$ cat config.mk
export PLATFORM = sky130hd
export DESIGN_NAME = level_trigger_on_off_delay_flat
export DESIGN_NICKNAME = d
export VERILOG_FILES = /design/src/rtl/core/ltood_pkg.sv /design/src/rtl/core/ltood_in_if.sv /design/src/rtl/core/ltood_out_if.sv /design/src/rtl/core/ltood_step.sv /design/src/rtl/core/level_trigger_on_off_delay.sv /design/src/flat_wrapper.sv
export SDC_FILE = /design/constraint.sdc
export NUM_CORES = 1
export LEC_CHECK = 0
export BUFFER_PORTS_ARGS = -buffer_cell sky130_fd_sc_hd__buf_2
export CORE_ASPECT_RATIO = 1.25
export CORE_MARGIN = 3
export CORE_UTILIZATION = 40
export CTS_CLUSTER_SIZE = 16
export DETAILED_ROUTE_END_ITERATION = 16
export PLACE_DENSITY = 0.66
export SYNTH_ARGS = -nofsm -noshare
export SYNTH_HDL_FRONTEND = slang
export SYNTH_SLANG_ARGS = --single-unit
$ cat constraint.sdc
create_clock -name clk -period 4.04 [get_ports clk]
set_clock_uncertainty 0.1 [all_clocks]
set_input_delay 0.202 -clock clk [delete_from_list [all_inputs] [get_ports clk]]
set_output_delay 0.202 -clock clk [all_outputs]
set_load 0.1 [all_outputs]
$ cat src/rtl/core/ltood_pkg.sv
package ltood_pkg;

    localparam int ELAPSED_BITS_DEFAULT = 16;
    localparam int SAMPLE_W             = 10;
    localparam int CODE_W               = 4;
    localparam int DELAY_W              = 16;
    localparam int CFG_INDEX_W          = 2;
    localparam int CFG_DATA_W           = CODE_W;

    localparam logic [CFG_INDEX_W-1:0] REG_ON_DELAY  = 2'd0;
    localparam logic [CFG_INDEX_W-1:0] REG_OFF_DELAY = 2'd1;

    typedef logic [SAMPLE_W-1:0] sample_t;
    typedef logic [CODE_W-1:0]   code_t;
    typedef logic [DELAY_W-1:0]  delay_t;

    // timer flags carried between the register bank and the step logic
    typedef struct packed {
        logic trigger_level;
        logic on_timing;
        logic off_timing;
    } flags_t;

    // delay in ms ticks for each code
    function automatic delay_t delay_of(input code_t code);
        delay_t d;
        unique case (code)
            4'd0:    d = 16'd0;
            4'd1:    d = 16'd50;
            4'd2:    d = 16'd100;
            4'd3:    d = 16'd200;
            4'd4:    d = 16'd400;
            4'd5:    d = 16'd800;
            4'd6:    d = 16'd1500;
            4'd7:    d = 16'd2200;
            4'd8:    d = 16'd3000;
            4'd9:    d = 16'd4000;
            4'd10:   d = 16'd5000;
            4'd11:   d = 16'd8000;
            4'd12:   d = 16'd15000;
            4'd13:   d = 16'd25000;
            4'd14:   d = 16'd40000;
            default: d = 16'd60000;
        endcase
        return d;
    endfunction

endpackage

$ cat src/rtl/core/ltood_in_if.sv
interface ltood_in_if;
    logic               valid;
    logic               ready;
    ltood_pkg::sample_t level_sample;
    ltood_pkg::sample_t threshold_sample;

    modport source (output valid, output level_sample, output threshold_sample, input ready);
    modport sink   (input valid, input level_sample, input threshold_sample, output ready);
endinterface

$ cat src/rtl/core/ltood_out_if.sv
interface ltood_out_if;
    logic valid;
    logic ready;
    logic trigger;
    logic in_off_delay;

    modport source (output valid, output trigger, output in_off_delay, input ready);
    modport sink   (input valid, input trigger, input in_off_delay, output ready);
endinterface

$ cat src/rtl/core/ltood_step.sv
module ltood_step #(
    parameter int ELAPSED_BITS = ltood_pkg::ELAPSED_BITS_DEFAULT
) (
    input  ltood_pkg::sample_t      level_sample,
    input  ltood_pkg::sample_t      threshold_sample,
    input  ltood_pkg::code_t        on_code,
    input  ltood_pkg::code_t        off_code,
    input  ltood_pkg::flags_t       flags,
    input  logic [ELAPSED_BITS-1:0] on_elapsed,
    input  logic [ELAPSED_BITS-1:0] off_elapsed,
    output ltood_pkg::flags_t       flags_next,
    output logic [ELAPSED_BITS-1:0] on_elapsed_next,
    output logic [ELAPSED_BITS-1:0] off_elapsed_next
);

    localparam logic [ELAPSED_BITS-1:0] COUNT_MAX = '1;
    localparam logic [ELAPSED_BITS-1:0] COUNT_ONE = ELAPSED_BITS'(1);

    logic [ELAPSED_BITS-1:0] on_inc;
    logic [ELAPSED_BITS-1:0] off_inc;
    logic [ELAPSED_BITS-1:0] on_delay;
    logic [ELAPSED_BITS-1:0] off_delay;

    assign on_inc    = (on_elapsed == COUNT_MAX) ? on_elapsed : on_elapsed + COUNT_ONE;
    assign off_inc   = (off_elapsed == COUNT_MAX) ? off_elapsed : off_elapsed + COUNT_ONE;
    assign on_delay  = ELAPSED_BITS'(ltood_pkg::delay_of(on_code));
    assign off_delay = ELAPSED_BITS'(ltood_pkg::delay_of(off_code));

    always_comb
    begin
        flags_next       = flags;
        on_elapsed_next  = on_elapsed;
        off_elapsed_next = off_elapsed;
        priority if (level_sample >= threshold_sample)
        begin
            flags_next.off_timing = 1'b0;
            if (!flags.on_timing)
            begin
                on_elapsed_next      = '0;
                flags_next.on_timing = 1'b1;
            end
            else
            begin
                on_elapsed_next          = on_inc;
                flags_next.trigger_level = (on_inc >= on_delay);
            end
        end
        else if (flags.trigger_level)
        begin
            if (!flags.off_timing)
            begin
                off_elapsed_next      = '0;
                flags_next.off_timing = 1'b1;
            end
            else
            begin
                off_elapsed_next         = off_inc;
                flags_next.trigger_level = !(off_inc >= off_delay);
            end
        end
        else
        begin
            flags_next       = '0;
            on_elapsed_next  = '0;
            off_elapsed_next = '0;
        end
    end

endmodule

$ cat src/rtl/core/level_trigger_on_off_delay.sv
// Level trigger with on/off delay, one channel, one 1 ms tick per word.
// Path: a tick word is held in the input register, then its result in the result register
// fed by the timer step logic, from where the result word is taken.
// Throughput: one tick word per cycle while results are taken (combinational timer step).
// Reset: rst_n (async, active low) clears both stages, the timer state and both delay codes.
module level_trigger_on_off_delay #(
    parameter int ELAPSED_BITS = ltood_pkg::ELAPSED_BITS_DEFAULT
) (
    input  logic                               clk,
    input  logic                               rst_n,
    input  logic                               cfg_wen,
    input  logic [ltood_pkg::CFG_INDEX_W-1:0]  cfg_index,
    input  logic [ltood_pkg::CFG_DATA_W-1:0]   cfg_data,
    ltood_in_if.sink                           samples,
    ltood_out_if.source                        result
);

    // delay codes
    ltood_pkg::code_t on_code_reg;
    ltood_pkg::code_t off_code_reg;

    // input stage
    logic               s1_valid_reg;
    ltood_pkg::sample_t s1_level_reg;
    ltood_pkg::sample_t s1_thresh_reg;
    logic               s1_advance;

    // timer state
    ltood_pkg::flags_t       flags_reg;
    ltood_pkg::flags_t       flags_next;
    logic [ELAPSED_BITS-1:0] on_elapsed_reg;
    logic [ELAPSED_BITS-1:0] on_elapsed_next;
    logic [ELAPSED_BITS-1:0] off_elapsed_reg;
    logic [ELAPSED_BITS-1:0] off_elapsed_next;

    // result stage
    logic out_valid_reg;
    logic out_trigger_reg;
    logic out_off_reg;

    // Register writes must be made only while idle; the block does not enforce this (no interlock with the tick path).
    always_ff @(posedge clk or negedge rst_n)
    begin
        if (!rst_n)
        begin
            on_code_reg  <= '0;
            off_code_reg <= '0;
        end
        else if (cfg_wen)
        begin
            unique case (cfg_index)
                ltood_pkg::REG_ON_DELAY:  on_code_reg  <= cfg_data;
                ltood_pkg::REG_OFF_DELAY: off_code_reg <= cfg_data;
                default: ;
            endcase
        end
    end

    // The input stage moves on whenever the result register is free or being drained,
    // so the next tick is held off only while a result waits and is not being taken.
    assign s1_advance    = s1_valid_reg && (!out_valid_reg || result.ready);
    assign samples.ready = !s1_valid_reg || s1_advance;

    always_ff @(posedge clk or negedge rst_n)
    begin
        if (!rst_n)
            s1_valid_reg <= 1'b0;
        else if (samples.ready)
            s1_valid_reg <= samples.valid;
    end

    always_ff @(posedge clk)
    begin
        if (samples.valid && samples.ready)
        begin
            s1_level_reg  <= samples.level_sample;
            s1_thresh_reg <= samples.threshold_sample;
        end
    end

    ltood_step #(
        .ELAPSED_BITS (ELAPSED_BITS)
    ) u_step (
        .level_sample     (s1_level_reg),
        .threshold_sample (s1_thresh_reg),
        .on_code          (on_code_reg),
        .off_code         (off_code_reg),
        .flags            (flags_reg),
        .on_elapsed       (on_elapsed_reg),
        .off_elapsed      (off_elapsed_reg),
        .flags_next       (flags_next),
        .on_elapsed_next  (on_elapsed_next),
        .off_elapsed_next (off_elapsed_next)
    );

    // Timer state and the result are committed together when a tick leaves the input stage.
    always_ff @(posedge clk or negedge rst_n)
    begin
        if (!rst_n)
        begin
            flags_reg       <= '0;
            on_elapsed_reg  <= '0;
            off_elapsed_reg <= '0;
        end
        else if (s1_advance)
        begin
            flags_reg       <= flags_next;
            on_elapsed_reg  <= on_elapsed_next;
            off_elapsed_reg <= off_elapsed_next;
        end
    end

    always_ff @(posedge clk or negedge rst_n)
    begin
        if (!rst_n)
            out_valid_reg <= 1'b0;
        else if (s1_advance)
            out_valid_reg <= 1'b1;
        else if (result.ready)
            out_valid_reg <= 1'b0;
    end

    always_ff @(posedge clk)
    begin
        if (s1_advance)
        begin
            out_trigger_reg <= flags_next.trigger_level;
            out_off_reg     <= flags_next.off_timing && flags_next.trigger_level;
        end
    end

    assign result.valid        = out_valid_reg;
    assign result.trigger      = out_trigger_reg;
    assign result.in_off_delay = out_off_reg;

    // off-delay flag only ever reported alongside an active trigger
    a_off_needs_trigger: assert property (@(posedge clk) disable iff (!rst_n)
        out_valid_reg |-> (!out_off_reg || out_trigger_reg))
        else $error("in_off_delay set with trigger low");

    // a running on count means the on-delay is armed
    a_on_count_armed: assert property (@(posedge clk) disable iff (!rst_n)
        (on_elapsed_reg != '0) |-> flags_reg.on_timing)
        else $error("on count nonzero while on-delay disarmed");

    // the trigger can only rise out of an armed on-delay
    a_rise_from_on: assert property (@(posedge clk) disable iff (!rst_n)
        $rose(flags_reg.trigger_level) |-> $past(flags_reg.on_timing))
        else $error("trigger rose without an armed on-delay");

    // the input is held off only when both stages are occupied
    a_stall_full: assert property (@(posedge clk) disable iff (!rst_n)
        !samples.ready |-> (s1_valid_reg && out_valid_reg && !result.ready))
        else $error("input stalled with room in the pipeline");

    // state only changes when a tick is committed
    a_state_hold: assert property (@(posedge clk) disable iff (!rst_n)
        !s1_advance |=> ($stable(flags_reg) && $stable(on_elapsed_reg)))
        else $error("timer state changed without a tick");

endmodule

$ cat src/flat_wrapper.sv
// flat-port wrapper written by rule: the top's interface ports become plain ports
module level_trigger_on_off_delay_flat 
#(
    parameter int ELAPSED_BITS = ltood_pkg::ELAPSED_BITS_DEFAULT
)
  (clk, rst_n, cfg_wen, cfg_index, cfg_data, samples_valid, samples_level_sample, samples_threshold_sample, samples_ready, result_valid, result_trigger, result_in_off_delay, result_ready);
  ltood_in_if samples_i ();
  ltood_out_if result_i ();
  input  logic clk;
  input  logic rst_n;
  input  logic cfg_wen;
  input  logic [ltood_pkg::CFG_INDEX_W-1:0] cfg_index;
  input  logic [ltood_pkg::CFG_DATA_W-1:0] cfg_data;
  input wire logic [$bits(samples_i.valid)-1:0] samples_valid;
  input wire logic [$bits(samples_i.level_sample)-1:0] samples_level_sample;
  input wire logic [$bits(samples_i.threshold_sample)-1:0] samples_threshold_sample;
  output wire logic [$bits(samples_i.ready)-1:0] samples_ready;
  output wire logic [$bits(result_i.valid)-1:0] result_valid;
  output wire logic [$bits(result_i.trigger)-1:0] result_trigger;
  output wire logic [$bits(result_i.in_off_delay)-1:0] result_in_off_delay;
  input wire logic [$bits(result_i.ready)-1:0] result_ready;
  assign samples_i.valid = samples_valid;
  assign samples_i.level_sample = samples_level_sample;
  assign samples_i.threshold_sample = samples_threshold_sample;
  assign samples_ready = samples_i.ready;
  assign result_valid = result_i.valid;
  assign result_trigger = result_i.trigger;
  assign result_in_off_delay = result_i.in_off_delay;
  assign result_i.ready = result_ready;
  level_trigger_on_off_delay #(.ELAPSED_BITS(ELAPSED_BITS)) u_core (.clk(clk), .rst_n(rst_n), .cfg_wen(cfg_wen), .cfg_index(cfg_index), .cfg_data(cfg_data), .samples(samples_i), .result(result_i));
endmodule
==> impl_metrics.json, run 1 <==
{
  "run_status": "finished, violations left",
  "violations": "hold timing",
  "netlist_area_um2": 5060,
  "cts_max_path_buffers": 2,
  "arrival_ps": 3590,
  "n_antenna_cell": 0,
  "layout.cells.non_filler": 755,
  "first_global_vias": 4141,
  "synth_compound_area_frac": 0.169,
  "grt_first_pass_wirelength_mm": 19.3,
  "cts_sinks": 67,
  "drive_above_1_share": 0.130,
  "num_rows": 45,
  "crit_type": "reg2reg",
  "ys_ff_latch": 67,
  "whs_ps": -52.5,
  "synth_top_family_by_area": "simple AND/OR/NAND/NOR gates",
  "grt_start_max_net_pins": 46,
  "via_per_inst": 5.56,
  "cp.required_ps": 4020,
  "clkPwrFrac": 0.330,
  "slew_headroom": 0.300,
  "async_flop_share": 0.672,
  "rr_worst_depth": 13,
  "dp_slack_ps": 493,
  "synthAdderAreaFrac": 0.136,
  "p_leak_nw": 2.60,
  "ctsResizeCount": 0,
  "final_cell_mix": "ha_1 (55), nor2_1 (45), nand2_1 (45), dfrtp_1 (45), buf_2 (34)",
  "pwr-share-seq": 0.390,
  "synth-simple-area-share": 0.222,
  "worst_pin_slew_ps": 1050,
  "antenna_found_initial": 0,
  "p_switching_uw": 813,
  "place_inst": 718,
  "placed_area_um2": 5310,
  "synthXorXnorAreaFrac": 0.0447,
  "layout.nets": 672,
  "synth_cell_types": 68,
  "dpl.hpwl_mm": 8.11,
  "synth_seq_area_share": 0.353,
  "timing.final.crit_period_ps": 3610,
  "hold_viol_final": 45,
  "first_pass_iters": 5,
  "die_h_um": 132,
  "core_area_um2": 12300,
  "worst_setup_path_start_kind": "flip-flop",
  "root_buffer": "clkbuf_16",
  "final_common_cell": "ha_1",
  "sw_frac_of_total": 0.360,
  "hold_buffers": 21,
  "wl_mm": 11.4,
  "gp_congestion": 0.870,
  "cts_made_buffers": 9,
  "cts_setup_buffers": 0,
  "post-route-period-util": 0.894,
  "pin_count": 35,
  "gr-usage-all-layers": 0.166,
  "synth_edf_count": 22,
  "postSynthAreaPerCell_um2": 9.24,
  "crit_path_end_kind": "flip-flop",
  "vias": 4197,
  "routedWlPerCell_um": 15.1,
  "clk_pin_slew_ps": 60,
  "setup_violations": 0,
  "die_area_um2": 14100,
  "ant_nets": 0,
  "slew_violations": 0,
  "timing.fmax_mhz": 277,
  "syn-num-nets": 634,
  "power_frac_comb": 0.280,
  "cts_tree": "yes",
  "p_per_area_nw_per_um2": 389,
  "clkLatencyLatePin_ps": 330,
  "start_util": 0.413,
  "drcViolationCount": 0,
  "cts_max_level": 3,
  "design_area_um2": 5810,
  "ys.flop_type": "dfrtp_1",
  "port_buffers": 34,
  "postSynthCellCount": 548,
  "tns_ps": 0,
  "die_w_um": 107,
  "synthMuxAreaShare": 0.0277,
  "gr-total-overflow": 0,
  "p_int_mw": 1.44,
  "rsz0062_at_grt": "no",
  "drt_iter0_drc": 250,
  "worstPathMaxFanout": 7,
  "yosysWarnings": 0,
  "hold_path_class": "in2async",
  "areaGrowthSynthToFinish_pct": 14.6,
  "ir_drop_mv": 0.252,
  "drv_cap": 0,
  "layout_setup_ws_ps": 428
}
==> kinds of logic after synthesis <==
| group | count (synthesis) |
|---|---|
| fa+ha+maj | 55 |
| mux | 13 |
| compound gates | 124 |
| flops | 67 |
| buf+inv | 57 |
| xor+xnor | 25 |
| simple gates | 207 |
==> routing by layer <==
layer	vias to the layer above	global-route usage	part of all wire
li1	2090	-	-
met1	2022	0.205	0.43
met2	71	0.295	0.52
met3	14	0.0201	0.027
met4	0	0.0604	0.017
met5	-	0	0
==> cell usage after synthesis, types with 12 or more instances <==
library cell / instances / area [um2]
ha_1: 55 / 688
nand4_1: 12 / 75.1
xnor2_1: 12 / 105
nor3_1: 17 / 85.1
xor2_1: 12 / 105
nand3_1: 26 / 130
inv_1: 26 / 97.6
o21ai_0: 24 / 120
a21oi_1: 27 / 135
nand2b_1: 13 / 81.3
edfxtp_1: 22 / 661
nor2_1: 45 / 169
nand2_1: 45 / 169
dfrtp_1: 45 / 1130
==> layout make-up <==
cell class / count / area (um2)
clock inverter: 7 / 57.6
sequential: 67 / 1790
timing repair buffer: 57 / 395
fill: 1177 / 6470
tap: 164 / 205
inverter: 27 / 101
clock buffer: 9 / 225
multi-input combinational: 424 / 3040
==> worst max-delay path, stage by stage, from the launching register on <==
cell and delay, ps:
dfrtp_1 440, ha_1 260, nand4_1 150, nor4_4 80, nor4b_1 620, a31o_1 280
nand2_1 100, ha_1 310, a21oi_1 160, o21a_1 140, o2111ai_1 100, a211oi_1 360
a211oi_1 90, o21bai_1 170
==> worst paths after layout <==
path / from / to / slack (ps)
max: u_core.on_elapsed_reg[0]$_DFFE_PN0P_ / u_core.result.trigger$_DFFE_PP_ / 430
min: rst_n / u_core.off_elapsed_reg[9]$_DFFE_PN0P_ / -50
max reg2reg: u_core.on_elapsed_reg[0]$_DFFE_PN0P_ / u_core.result.trigger$_DFFE_PP_ / 430
min reg2reg: u_core.s1_valid_reg$_DFFE_PN0N_ / u_core.result.valid$_DFFE_PN0P_ / 390
max in group asynchronous: rst_n / u_core.off_elapsed_reg[0]$_DFFE_PN0P_ / 3220
min in group clk: cfg_data[1] / u_core.on_code_reg[1]$_DFFE_PN0P_ / 10
==> stage by stage <==
stage / total power [mW] / util
finish: 2.26 / 0.473
global route: 2.41 / 0.473
CTS: 2.27 / 0.473
detailed placement: 1.51 / 0.433
global placement: 1.48 / 0.433
floorplan: 1.35 / -
==> power groups by stage <==
| stage | Sequential, mW | Clock, mW | Combinational [mW] |
|---|---|---|---|
| 6_report | 0.880 | 0.746 | 0.632 |
| 5_1_grt | 0.894 | 0.793 | 0.724 |
| 4_1_cts | 0.879 | 0.760 | 0.634 |
| 3_5_place_dp | 0.892 | 0 | 0.616 |
| 3_3_place_gp | 0.889 | 0 | 0.594 |
| 2_1_floorplan | 0.874 | 0 | 0.476 |
No activity file was read; power rests on OpenSTA's default activity.
==> inputs of run 2 (changes only) <==
--- a/config.mk
+++ b/config.mk
@@ -14,4 +14,5 @@
 export PLACE_DENSITY = 0.66
 export SYNTH_ARGS = -nofsm -noshare
 export SYNTH_HDL_FRONTEND = slang
+export SYNTH_HIERARCHICAL = 1
 export SYNTH_SLANG_ARGS = --single-unit
==> impl_metrics.json, run 2 <==
{
  "antenna_found_initial": 0,
  "place_inst": 729,
  "worst_pin_slew_ps": 1130,
  "synth_top_family_by_area": "simple AND/OR/NAND/NOR gates",
  "post-route-period-util": 0.909,
  "pin_count": 35,
  "worstReg2RegStart": "u_core/off_elapsed_reg[2]$_DFFE_PN0P_",
  "gp_congestion": 0.907,
  "synth-simple-area-share": 0.166,
  "synthXorXnorAreaFrac": 0.0486,
  "crit_chain": "and4_1 > nand3_4 > a2111oi_4 > nand3_1 > xnor2_1 > ha_1 > and4_1 > a221oi_1 > a21boi_0 > o32ai_1 > and2_1",
  "slew_violations": 0,
  "core_area_um2": 12900,
  "synthMostInstantiatedCell": "ha_1",
  "drt_iter0_drc": 180,
  "cts_tree": "yes",
  "power_frac_comb": 0.285,
  "crit_path_end_kind": "flip-flop",
  "ys.flop_type": "dfrtp_1",
  "p_switching_uw": 848,
  "placed_area_um2": 5660,
  "cts_made_buffers": 9,
  "rr_worst_depth": 11,
  "gr-usage-all-layers": 0.172,
  "layout.nets": 682,
  "synth_edf_count": 22,
  "p_leak_nw": 2.81,
  "run_status": "finished, final reports clean",
  "ant_nets": 0,
  "first_global_vias": 4294,
  "ys_top_cells_by_area": "dfrtp_1 (21%), ha_1 (13%), edfxtp_1 (12%)",
  "timing.final.crit_period_ps": 3670,
  "die_w_um": 110,
  "clkPwrFrac": 0.344,
  "yosysWarnings": 6,
  "pwr-share-seq": 0.371,
  "gr-total-overflow": 0,
  "cts_max_path_buffers": 2,
  "slew_headroom": 0.248,
  "arrival_ps": 3790,
  "first_pass_iters": 4,
  "r2r_slack_ps": 370,
  "clk_pin_slew_ps": 60,
  "synthAdderAreaFrac": 0.127,
  "areaGrowthSynthToFinish_pct": 14.8,
  "hold_path_class": "in2reg",
  "synth_top_area_frac": 0.208,
  "cts_sinks": 67,
  "clkLatencyLatePin_ps": 350,
  "drcViolationCount": 0,
  "routedWlPerCell_um": 15.8,
  "whs_ps": 7.89,
  "tns_ps": 0,
  "hold_path_depth": 2,
  "root_buffer": "clkbuf_16",
  "use_met3": 0.0209,
  "grtUsageMet2": 0.293,
  "wl_mm": 12.1,
  "via_per_inst": 5.57,
  "r2r_end": "u_core/result.in_off_delay$_DFFE_PP_",
  "design_area_um2": 6210,
  "grt_first_pass_wirelength_mm": 20.3,
  "grt_use_met1": 0.216,
  "final_cell_mix": "ha_1 (55), dfrtp_1 (45), a21oi_1 (41)",
  "drv_cap": 0,
  "dpl.hpwl_mm": 8.32,
  "grt-busiest-layer": "met2",
  "hold_path.startpoint": "cfg_data[3]",
  "async_flop_share": 0.672,
  "cp.required_ps": 4160,
  "start_util": 0.418,
  "n_antenna_cell": 0,
  "worstPathMaxFanout": 9,
  "num_rows": 46,
  "worstHoldEndpoint": "u_core/off_code_reg[3]$_DFFE_PN0P_",
  "cts_max_level": 3,
  "synth_compound_area_frac": 0.166,
  "setup_violations": 0,
  "die_area_um2": 15000,
  "fill_cells": 1173,
  "grt_start_max_net_pins": 46,
  "layout.cells.non_filler": 769,
  "crit_top_cell": "and4_1",
  "p_per_area_nw_per_um2": 384,
  "worst_setup_path_start_kind": "flip-flop",
  "port_buffers": 34,
  "vias": 4280,
  "rsz0062_at_grt": "no",
  "p_int_mw": 1.53,
  "final_common_cell": "ha_1",
  "synth_area_leader_cell": "dfrtp_1",
  "cpPeakStageDelay_ps": 520,
  "die_h_um": 136,
  "critPathSlowestCell": "a2111oi_4",
  "netlist_area_um2": 5410,
  "sw_frac_of_total": 0.356,
  "synth_cell_types": 69,
  "postSynthCellCount": 551,
  "synth_seq_area_share": 0.330,
  "synthTopCellsByCount": "ha_1 (55), dfrtp_1 (45), a21oi_1 (41)",
  "ys_ff_latch": 67,
  "synthMuxAreaShare": 0.121,
  "ir_drop_mv": 0.322,
  "hold_viol_final": 0,
  "drive_above_1_share": 0.190,
  "syn-num-nets": 637,
  "timing.fmax_mhz": 272,
  "crit_type": "reg2reg",
  "postSynthAreaPerCell_um2": 9.82
}
## run 2: cells by family after synthesis
family	Yosys count
compound gates	139
xor+xnor	30
fa+ha+maj	55
buf+inv	47
flops	67
mux	49
simple gates	164
## run 2: per-layer routing
| layer | wire length (um) | vias up |
|---|---|---|
| met5 | 0 | - |
| li1 | - | 2130 |
| met1 | 5330 | 2045 |
| met3 | 368 | 22 |
| met4 | 282 | 0 |
| met2 | 6150 | 83 |
## run 2: area by class of cell
type | instances | area (um2) | area share
multi-input combinational | 437 | 3400 | 0.548
clock inverter | 6 | 72.6 | 0.0117
clock buffer | 10 | 229 | 0.0369
tap | 168 | 210 | 0.0339
sequential | 67 | 1790 | 0.288
inverter | 20 | 75.1 | 0.0121
timing repair buffer | 61 | 433 | 0.0697
## run 2: critical path, delay by kind of cell, from the launching register on
family / cells / cell delay [ps]
AOI/OAI and AO/OA: 4 / 1330
xor gates and xnor gates: 1 / 170
adders and majority gates: 1 / 310
DFF: 1 / 470
and+or+nand+nor: 5 / 1160
## run 2: worst max path at each step
| stage | from | to | slack [ps] |
|---|---|---|---|
| 3_5_place_dp | u_core/off_elapsed_reg[0]$_DFFE_PN0P_ | u_core/result.in_off_delay$_DFFE_PP_ | 320 |
| 5_1_grt | u_core/off_elapsed_reg[2]$_DFFE_PN0P_ | u_core/result.in_off_delay$_DFFE_PP_ | 1 |
| 2_1_floorplan | u_core/off_elapsed_reg[0]$_DFFE_PN0P_ | u_core/result.in_off_delay$_DFFE_PP_ | 770 |
| 6_report | u_core/off_elapsed_reg[2]$_DFFE_PN0P_ | u_core/result.in_off_delay$_DFFE_PP_ | 370 |
| 4_1_cts | u_core/off_elapsed_reg[0]$_DFFE_PN0P_ | u_core/result.in_off_delay$_DFFE_PP_ | 290 |
| 3_3_place_gp | u_core/off_elapsed_reg[0]$_DFFE_PN0P_ | u_core/result.in_off_delay$_DFFE_PP_ | 450 |
## run 2: what timing repair did
action	4_1_cts	5_1_grt
resized for setup	0	1
hold endpoints to repair	28	0
hold buffers	24	0
setup endpoints to repair	0	3
setup buffers	0	0
## run 2: power groups by stage
stage	combinational, mW	clock, mW	sequential [mW]
floorplan	0.515	0	0.864
global placement	0.634	0	0.893
detailed placement	0.654	0	0.900
CTS	0.678	0.832	0.886
global route	0.763	0.864	0.900
finish	0.680	0.818	0.884
## run 2: through the flow
| stage | setup WS [ps] | utilization | power, mW |
|---|---|---|---|
| after floorplan | 767 | - | 1.38 |
| after global placement | 450 | 0.437 | 1.53 |
| after detailed placement | 315 | 0.437 | 1.55 |
| after CTS | 294 | 0.479 | 2.40 |
| after global routing | 1.37 | 0.479 | 2.53 |
| final | 368 | 0.479 | 2.38 |
